===== config.mk =====
export PLATFORM = sky130hd
export DESIGN_NAME = gravity_pose_axis_calibrator_top
export DESIGN_NICKNAME = d
export VERILOG_FILES = /design/src/design/gpac_pkg.sv /design/src/design/gravity_pose_axis_calibrator_top.sv
export SDC_FILE = /design/constraint.sdc
export NUM_CORES = 2
export LEC_CHECK = 0
export BUFFER_PORTS_ARGS = -buffer_cell sky130_fd_sc_hd__clkbuf_2
export CAP_MARGIN = 20
export CORE_ASPECT_RATIO = 2
export CORE_MARGIN = 10
export CORE_UTILIZATION = 71
export CTS_CLUSTER_SIZE = 30
export DETAILED_ROUTE_END_ITERATION = 10
export MAX_ROUTING_LAYER = met4
export PLACE_DENSITY = 0.89
export SETUP_SLACK_MARGIN = 0.05
export SLEW_MARGIN = 20
export SYNTH_ARGS = -nofsm -noshare
export SYNTH_HDL_FRONTEND = slang
export SYNTH_SLANG_ARGS = --single-unit

===== constraint.sdc =====
create_clock -name clk -period 28.1 [get_ports clk]
set_input_delay 5.62 -clock clk [delete_from_list [all_inputs] [get_ports clk]]
set_output_delay 5.62 -clock clk [all_outputs]
set_load 0.02 [all_outputs]

===== src/design/gpac_pkg.sv =====
package gpac_pkg;

    // Sample and register widths
    localparam int ACCEL_W = 16;
    localparam int MAG_W   = 16;
    localparam int SQ_W    = 32;
    localparam int CFG_W   = 32;

    // Register reset values
    localparam logic [SQ_W-1:0]  MIN_MAG_SQ_RESET   = 32'd13586596;
    localparam logic [SQ_W-1:0]  MAX_MAG_SQ_RESET   = 32'd20304036;
    localparam logic [MAG_W-1:0] MIN_DOMINANT_RESET = 16'd3686;
    localparam logic [MAG_W-1:0] MAX_OTHER_RESET    = 16'd1024;

    // Configuration register indexes
    typedef enum logic [1:0] {
        CFG_MIN_MAG_SQ = 2'd0,
        CFG_MAX_MAG_SQ = 2'd1,
        CFG_MIN_DOM    = 2'd2,
        CFG_MAX_OTHER  = 2'd3
    } cfg_reg_t;

    // Sensor axis codes
    localparam logic [1:0] AXIS_X    = 2'd0;
    localparam logic [1:0] AXIS_Y    = 2'd1;
    localparam logic [1:0] AXIS_Z    = 2'd2;
    localparam logic [1:0] AXIS_NONE = 2'd3;

    // Pose codes; each pose also indexes its capture slot
    localparam logic [1:0] POSE_SCREEN_UP = 2'd0;
    localparam logic [1:0] POSE_TOP_UP    = 2'd1;
    localparam logic [1:0] POSE_RIGHT_UP  = 2'd2;
    localparam int         NUM_POSES      = 3;

    // Result word, accepted in the lowest bit
    typedef struct packed {
        logic [1:0] pad;
        logic       neg_z;
        logic       neg_y;
        logic       neg_x;
        logic [1:0] map_z;
        logic [1:0] map_y;
        logic [1:0] map_x;
        logic       remap_valid;
        logic       all_captured;
        logic [1:0] dominant_axis;
        logic       accepted;
    } result_t;

    // One capture slot
    typedef struct packed {
        logic       captured;
        logic       negative;
        logic [1:0] axis;
    } capture_t;

endpackage


===== src/design/gravity_pose_axis_calibrator_top.sv =====
// Gravity pose axis calibrator.
// Input stream (s_axis_*): one accelerometer sample per transaction, tagged in
// tuser with a clear flag and a pose (screen up, top up, right up). A sample
// passing the magnitude window, dominant-axis minimum and off-axis limit is
// stored as the axis/sign for its pose; clear empties all three captures.
// Output stream (m_axis_*): one result per input transaction, giving
// acceptance, the dominant axis and the screen X/Y/Z mapping after the update.
// Configuration channel (cfg_*): register writes, always ready; write only
// while the block is idle.
// A sample passes through the input register, the squares register and the result
// register before its result is valid. Throughput: one sample per cycle while
// the receiver does not stall; the three 16x16 squares are computed in parallel
// in one stage.
// When the receiver stalls, the result register holds and the two earlier
// stages still fill, so up to two more samples are taken before tready drops.
// Reset clears all captures, all stage valids and restores register defaults.
module gravity_pose_axis_calibrator_top
    import gpac_pkg::*;
(
    input  logic        clk,
    input  logic        rst_n,
    // Input sample stream
    input  logic        s_axis_tvalid,
    output logic        s_axis_tready,
    input  logic [47:0] s_axis_tdata,   // accel_x[15:0], accel_y[31:16], accel_z[47:32]
    input  logic [2:0]  s_axis_tuser,   // clear[0], pose[2:1]
    // Result stream
    output logic        m_axis_tvalid,
    input  logic        m_axis_tready,
    output logic [15:0] m_axis_tdata,   // accepted[0], dominant_axis[2:1], all_captured[3],
                                        // remap_valid[4], map_x[6:5], map_y[8:7],
                                        // map_z[10:9], neg_x[11], neg_y[12], neg_z[13], zero pad
    // Configuration write channel
    input  logic        cfg_valid,
    output logic        cfg_ready,
    input  logic [1:0]  cfg_index,
    input  logic [31:0] cfg_data
);

    // Configuration registers
    logic [SQ_W-1:0]  min_mag_sq_reg;
    logic [SQ_W-1:0]  max_mag_sq_reg;
    logic [MAG_W-1:0] min_dom_reg;
    logic [MAG_W-1:0] max_other_reg;

    assign cfg_ready = 1'b1;

    always_ff @(posedge clk or negedge rst_n)
    begin
        if (!rst_n)
        begin
            min_mag_sq_reg <= MIN_MAG_SQ_RESET;
            max_mag_sq_reg <= MAX_MAG_SQ_RESET;
            min_dom_reg    <= MIN_DOMINANT_RESET;
            max_other_reg  <= MAX_OTHER_RESET;
        end
        else if (cfg_valid)
        begin
            case (cfg_reg_t'(cfg_index))
                CFG_MIN_MAG_SQ: min_mag_sq_reg <= cfg_data;
                CFG_MAX_MAG_SQ: max_mag_sq_reg <= cfg_data;
                CFG_MIN_DOM:    min_dom_reg    <= cfg_data[MAG_W-1:0];
                CFG_MAX_OTHER:  max_other_reg  <= cfg_data[MAG_W-1:0];
                default:        ;
            endcase
        end
    end

    // Pipeline flow control
    logic s1_valid_reg;
    logic s2_valid_reg;
    logic out_valid_reg;
    logic adv2;
    logic adv3;
    logic s_accept;

    assign adv3          = s2_valid_reg && (!out_valid_reg || m_axis_tready);
    assign adv2          = s1_valid_reg && (!s2_valid_reg || adv3);
    assign s_axis_tready = !s1_valid_reg || adv2;
    assign s_accept      = s_axis_tvalid && s_axis_tready;
    assign m_axis_tvalid = out_valid_reg;

    always_ff @(posedge clk or negedge rst_n)
    begin
        if (!rst_n)
        begin
            s1_valid_reg  <= 1'b0;
            s2_valid_reg  <= 1'b0;
            out_valid_reg <= 1'b0;
        end
        else
        begin
            if (s_accept)
                s1_valid_reg <= 1'b1;
            else if (adv2)
                s1_valid_reg <= 1'b0;

            if (adv2)
                s2_valid_reg <= 1'b1;
            else if (adv3)
                s2_valid_reg <= 1'b0;

            if (adv3)
                out_valid_reg <= 1'b1;
            else if (m_axis_tready)
                out_valid_reg <= 1'b0;
        end
    end

    // Stage 1: input register
    logic                     s1_clear_reg;
    logic [1:0]               s1_pose_reg;
    logic signed [ACCEL_W-1:0] s1_accel_reg [NUM_POSES];

    always_ff @(posedge clk)
    begin
        if (s_accept)
        begin
            s1_clear_reg    <= s_axis_tuser[0];
            s1_pose_reg     <= s_axis_tuser[2:1];
            s1_accel_reg[0] <= s_axis_tdata[15:0];
            s1_accel_reg[1] <= s_axis_tdata[31:16];
            s1_accel_reg[2] <= s_axis_tdata[47:32];
        end
    end

    // Stage 2: magnitudes, signs and sum of squares
    logic [MAG_W-1:0] mag_next [NUM_POSES];
    logic [SQ_W-1:0]  sq_next  [NUM_POSES];
    logic [SQ_W-1:0]  sum_sq_next;

    always_comb
    begin
        for (int i = 0; i < 3; i++)
        begin
            mag_next[i] = s1_accel_reg[i][ACCEL_W-1] ?
                          (~s1_accel_reg[i] + 16'd1) : s1_accel_reg[i];
            sq_next[i]  = mag_next[i] * mag_next[i];
        end
        sum_sq_next = sq_next[0] + sq_next[1] + sq_next[2];
    end

    logic             s2_clear_reg;
    logic [1:0]       s2_pose_reg;
    logic [MAG_W-1:0] s2_mag_reg [NUM_POSES];
    logic [2:0]       s2_neg_reg;
    logic [SQ_W-1:0]  s2_sum_sq_reg;

    always_ff @(posedge clk)
    begin
        if (adv2)
        begin
            s2_clear_reg  <= s1_clear_reg;
            s2_pose_reg   <= s1_pose_reg;
            s2_mag_reg    <= mag_next;
            s2_neg_reg    <= {s1_accel_reg[2][ACCEL_W-1], s1_accel_reg[1][ACCEL_W-1],
                              s1_accel_reg[0][ACCEL_W-1]};
            s2_sum_sq_reg <= sum_sq_next;
        end
    end

    // Stage 3: tests, dominant axis selection and capture update
    logic [1:0] best;
    logic       pass;
    logic [1:0] dom;
    logic       accept;
    capture_t   cap_reg  [NUM_POSES];
    capture_t   cap_next [NUM_POSES];
    result_t    res_next;
    result_t    res_reg;

    always_comb
    begin
        // First axis wins ties
        best = AXIS_X;
        if (s2_mag_reg[1] > s2_mag_reg[0])
            best = AXIS_Y;
        if (s2_mag_reg[2] > s2_mag_reg[best])
            best = AXIS_Z;

        pass = (s2_sum_sq_reg >= min_mag_sq_reg) && (s2_sum_sq_reg <= max_mag_sq_reg)
               && (s2_mag_reg[best] >= min_dom_reg);
        for (int i = 0; i < 3; i++)
        begin
            if ((2'(i) != best) && (s2_mag_reg[i] > max_other_reg))
                pass = 1'b0;
        end

        accept = !s2_clear_reg && (s2_pose_reg != AXIS_NONE) && pass;
        dom    = accept ? best : AXIS_NONE;

        // Capture slots after this sample
        for (int i = 0; i < 3; i++)
        begin
            if (s2_clear_reg)
                cap_next[i] = '{captured: 1'b0, negative: 1'b0, axis: AXIS_NONE};
            else if (accept && (s2_pose_reg == 2'(i)))
                cap_next[i] = '{captured: 1'b1, negative: s2_neg_reg[best], axis: best};
            else
                cap_next[i] = cap_reg[i];
        end

        // Result from the updated captures
        res_next               = '0;
        res_next.accepted      = accept;
        res_next.dominant_axis = dom;
        res_next.all_captured  = cap_next[0].captured && cap_next[1].captured
                                 && cap_next[2].captured;
        res_next.remap_valid   = res_next.all_captured
                                 && (cap_next[0].axis != cap_next[1].axis)
                                 && (cap_next[0].axis != cap_next[2].axis)
                                 && (cap_next[1].axis != cap_next[2].axis);
        res_next.map_x = cap_next[POSE_RIGHT_UP].captured  ? cap_next[POSE_RIGHT_UP].axis
                                                           : AXIS_NONE;
        res_next.map_y = cap_next[POSE_TOP_UP].captured    ? cap_next[POSE_TOP_UP].axis
                                                           : AXIS_NONE;
        res_next.map_z = cap_next[POSE_SCREEN_UP].captured ? cap_next[POSE_SCREEN_UP].axis
                                                           : AXIS_NONE;
        res_next.neg_x = cap_next[POSE_RIGHT_UP].captured  && cap_next[POSE_RIGHT_UP].negative;
        res_next.neg_y = cap_next[POSE_TOP_UP].captured    && cap_next[POSE_TOP_UP].negative;
        res_next.neg_z = cap_next[POSE_SCREEN_UP].captured && cap_next[POSE_SCREEN_UP].negative;
    end

    // Capture state
    always_ff @(posedge clk or negedge rst_n)
    begin
        if (!rst_n)
        begin
            for (int i = 0; i < 3; i++)
                cap_reg[i] <= '{captured: 1'b0, negative: 1'b0, axis: AXIS_NONE};
        end
        else if (adv3)
        begin
            cap_reg <= cap_next;
        end
    end

    // Result register
    always_ff @(posedge clk)
    begin
        if (adv3)
            res_reg <= res_next;
    end

    assign m_axis_tdata = res_reg;

endmodule

### After elaboration in Yosys (flattened, before gate mapping)

Memory sizes are Yosys's and may differ from the RTL's.
Cells that the tools add are included.

| cells by class | value |
|---|---|
| multipliers | 3 |
| $lt $le $gt $ge | 11 |
| reductions and logical operators | 38 |
| equality and inequality tests | 11 |
| bitwise logic cells | 5 |
| add/subtract/negate cells | 5 |
| multiplexer cells | 30 |

Operator list:

| kind | number |
|---|---|
| 2-to-1 mux 16 bit | 7 |
| multiplier 16 x 16 -> 32 bit | 3 |
| greater-than comparator 16 bit | 5 |
| adder 32 bit | 2 |
| binary-select mux 16 bit (select 2 bit) | 2 |
| adder 16 x 1 -> 16 bit (second input constant) | 3 |
| NOT 16 bit | 3 |
| greater-or-equal comparator 32 bit | 1 |
| less-or-equal comparator 32 bit | 1 |
| 2-to-1 mux 4 bit | 6 |
| logical AND 1 bit | 21 |
| greater-or-equal comparator 16 bit | 1 |
| 2-to-1 mux 1 bit | 13 |
| AND reduction 2 bit | 4 |
| nonzero test 2 bit | 4 |
| == test 2 bit (second input constant) | 3 |
| greater-or-equal comparator 3 bit (second input constant) | 2 |
| != test 2 bit | 3 |
| NOT 2 -> 3 bit | 2 |
| == test 2 x 1 -> 1 bit (second input constant) | 2 |
| logical NOT 1 bit | 4 |
| logical NOT 2 bit | 2 |
| logical OR 1 bit | 3 |
| less-than comparator 2 x 3 -> 1 bit (second input constant) | 1 |
| 5 further kinds | 5 |

| storage, ports and cells | value |
|---|---|
| output and inout port bits | 19 |
| bits in registers | 214 |
| RAM bits | 48 |
| memories kept | 1 |

Memory list:

| name | words | bits a word | rd ports | clocked after Yosys merged registers in | wr ports | RTL line | RTL |
|---|---|---|---|---|---|---|---|
| s1_accel_reg | 3 | 16 | 3 | 0 | 3 | gravity_pose_axis_calibrator_top.sv:113 | `logic signed [ACCEL_W-1:0] s1_accel_reg [NUM_POSES];` |

### Logic depth before layout (Yosys ltp)

| depth | value |
|---|---|
| depth in word-level cells | 26 |
| gate-level depth with buffers | 39 |
| mapped depth without buffers | 38 |

### Worst setup path after synthesis

OpenSTA, ideal clock, no wires.

| timing | value |
|---|---|
| path kind | input -> output |
| start point | in m_axis_tready |
| end point | out s_axis_tready |
| data arrival time | 5.971 ns |
| stages | 2 |
| path slack | 16.509 ns |
| required time | 22.480 ns |
| buffers on the path | 0 |
| cell sequence | nor2b_1 -> nand3_1 |

| on the way | value |
|---|---|
| longest elaborated chain between the ends | 5 |

Ends and longest elaborated chain:

| item | RTL line | RTL |
|---|---|---|
| from (decl) | gravity_pose_axis_calibrator_top.sv:29 | `input logic m_axis_tready,` |
| logical OR 1 bit | gravity_pose_axis_calibrator_top.sv:77 | `assign adv3 = s2_valid_reg && (!out_valid_reg \|\| m_axis_tready);` |
| logical AND 1 bit | gravity_pose_axis_calibrator_top.sv:77 |  |
| logical OR 1 bit | gravity_pose_axis_calibrator_top.sv:78 | `assign adv2 = s1_valid_reg && (!s2_valid_reg \|\| adv3);` |
| logical AND 1 bit | gravity_pose_axis_calibrator_top.sv:78 |  |
| logical OR 1 bit | gravity_pose_axis_calibrator_top.sv:79 | `assign s_axis_tready = !s1_valid_reg \|\| adv2;` |
| to (decl) | gravity_pose_axis_calibrator_top.sv:24 | `output logic s_axis_tready,` |

Every way passes these cells.

### Worst setup path in the final report

Ends and elaborated chain as after synthesis.

==> metrics.md <==
| Metric | Value |
|---|---|
| Most common cell after layout, fill and taps aside | inv_1 |
| Initial drt markers | 2395 |
| WL per Instance | 25.5 um |
| Worst Hold Launch | s1_clear_reg |
| Main synth FF type | edfxtp_1 |
| Routed vias | 26560 |
| Hold Vio Cnt, Final | 0 |
| Synth cell types | 74 |
| # rows | 116 |
| Crit-path max cell delay | 180 ps |
| Vias in the first global route | 29670 |
| Initial antenna violation count | 1 |
| Worst-Skew Late Latency | 660 ps |
| Post-synth EDFFs | 151 |
| Tightest Pin Transition | 1140 ps |
| Reg2reg setup slack | 16420 ps |
| Ys async rst share | 42.4% |
| CTS clock-pin slew for the worst setup and hold paths | 60 ps |
| Final nets | 4773 |
| PortBufs | 105 |
| Antenna-violating nets left | 0 |
| Yosys synthesis warning count | 0 |
| Synth Instances | 3516 |
| CTS tree | built |
| Setup bufs post-CTS | 0 |
| Tmin final | 11800 ps |
| Worst Path Required | 22480 ps |
| Initial core utilization | 71.5% |
| Hold Crit Depth | 0 |
| Gr ovfl total | 0 |
| Reg2reg start | s1_accel_reg[0][16] |
| Num CTS Buffers | 26 |
| Final setup viols | 0 |
| Gr usage total | 39.6% |
| Wirelength, routed | 111 mm |
| Max cap viols | 0 |
| Final setup skew | 66.8 ps |
| Routability Congestion | 1.05 |
| Unrepaired setup endpoints after global routing | false |
| Most frequent cells in the layout | inv_1, fa_1, ha_1 |
| Reg2reg path depth | 32 |
| Slowest stage cell, crit path | clkbuf_2 |
| CTS sink cnt | 262 |
| PostCTS Resize Cnt | 0 |
| HPWL Detailed | 84.6 mm |
| Buf+Inv Stages, Crit Path | 2 |
| Slew Viols, Final | 0 |
| Crit-path max FO | 3 |
| Drt drc | 0 |
| Post-cts hold buffer count | 0 |
| Max Clock Freq | 84.8 MHz |
| Critical path's top delay family | simple AND/OR/NAND/NOR gates |
| FILL cells | 3143 |
| Setup TNS | 0 ps |
| Vias per inst | 6.13 |
| Worst Hold Class | reg2reg |
| Largest net degree at the start of global routing | 72 |
| H-tree Lvls | 1 |
| CP cell instances | clkbuf_2, nor2b_1, nand3_1, clkbuf_2 |
| Most used cell, CP | clkbuf_2 |
| Io pins | 109 |
| Synthesized area per cell | 10.1 um2 |
| Die ar. | 60000 um2 |
| Status | finished, final reports clean |
| FF-to-FF End | s2_sum_sq_reg[31] |
| Crit path capture type | output pin |
| Worst relative slew slack | 23.9% |
| Global-route wire length before repair | 167 mm |
| Sequential area share after synthesis | 20.7% |
| Horiz. Die Dim | 178 um |
| WS Path Type | in2out |
| CTS root buffer | clkbuf_16 |
| Hold Path End | s2_clear_reg |
| DIE HEIGHT | 337 um |
| DRT Pass-1 Iters | 6 |
| Period utilization | 42.0% |
| Worst setup SP type | input pin |
| Area of the core | 49800 um2 |
| CTS Buffer Depth | 3 |
| Critical path arrival | 6180 ps |
| Share of layout cells above drive strength 1 | 8.48% |
| Synth Cell Area | 35600 um2 |
| Layout area overhead | 6.72% |
| Flops & latches, synth | 262 |
worst reg2reg max path: cells and delay by family, from the launching register on:
kind,cells,cell delay (ps)
simple gates,7,1260
xor+xnor,2,820
fa+ha+maj,11,5600
compound gates,6,1330
buf+inv,6,1530
flops,1,830
logic make-up after synthesis:
kind of cell,synth area share [%]
other,0.0211
XOR/XNOR,2.41
flip-flops,20.7
multiplexers,2.94
buffers and inverters,11.1
adder cells (fa/ha/maj),48.8
AND/OR/NAND/NOR,8.30
AO/OA/AOI/OAI,5.80
through the flow:
step / hold WS [ps] / util [%] / cell area (um2) / worst slack [ps] / instances
after global placement: 426 / 74.5 / 37100 / 16340 / 4282
final: 439 / 76.3 / 38000 / 16300 / 4332
after detailed placement: 411 / 74.5 / 37100 / 16310 / 4282
after global routing: 455 / 76.3 / 38000 / 15960 / 4331
after floorplan: 400 / - / 35800 / 16510 / 3556
after CTS: 447 / 76.3 / 38000 / 16300 / 4330
worst max-delay path by stage:
stage                        startpoint           endpoint  slack (ps)  cells after the start
floorplan                 m_axis_tready      s_axis_tready       16510                      2
global placement          m_axis_tready      s_axis_tready       16340                      4
detailed placement        m_axis_tready      s_axis_tready       16310                      4
CTS                       m_axis_tready      s_axis_tready       16300                      4
global route        s1_accel_reg[0][16]  s2_sum_sq_reg[31]       15960                     31
finish                    m_axis_tready      s_axis_tready       16300                      4
cell type report:
cell class	count	area (um2)	area share, %
multi-input combinational	2261	24500	64.4
sequential	262	7360	19.4
inverter	970	3650	9.60
tap	649	812	2.14
timing repair buffer	140	791	2.08
clock buffer	37	769	2.03
clock inverter	11	128	0.336
antenna	2	5.00	0.0132
synth_stat cells, types with 14 or more instances:
master | instances | area [um2]
mux2i_1 | 27 | 270
xor2_1 | 40 | 350
nand3_1 | 24 | 120
a21oi_1 | 104 | 521
nand2_1 | 250 | 938
inv_1 | 945 | 3550
clkinv_1 | 19 | 71.3
nand2b_1 | 19 | 119
xnor2_1 | 58 | 508
a21o_1 | 35 | 263
edfxtp_1 | 151 | 4530
and2_1 | 16 | 100
dfstp_2 | 36 | 946
mux2_2 | 68 | 766
dfrtp_1 | 75 | 1880
ha_1 | 411 | 5140
o21a_1 | 18 | 135
nor3_1 | 15 | 75.1
fa_1 | 611 | 12200
nand4_1 | 21 | 131
o21ai_0 | 72 | 360
a31oi_1 | 14 | 87.6
nor2_1 | 265 | 995
clkbuf_1 | 47 | 176
layer usage:
layer  share of wire, %  global-route usage (%)  wire length (um)
met1                 28                    37.1             31000
met3                9.8                    11.5             10800
met4                 13                    39.2             14500
met2                 49                    62.5             54100
met5                  0                       -                 0
Power is not shown: default switching activity piles up to over one toggle a cycle in this logic, so the estimate is an artifact.
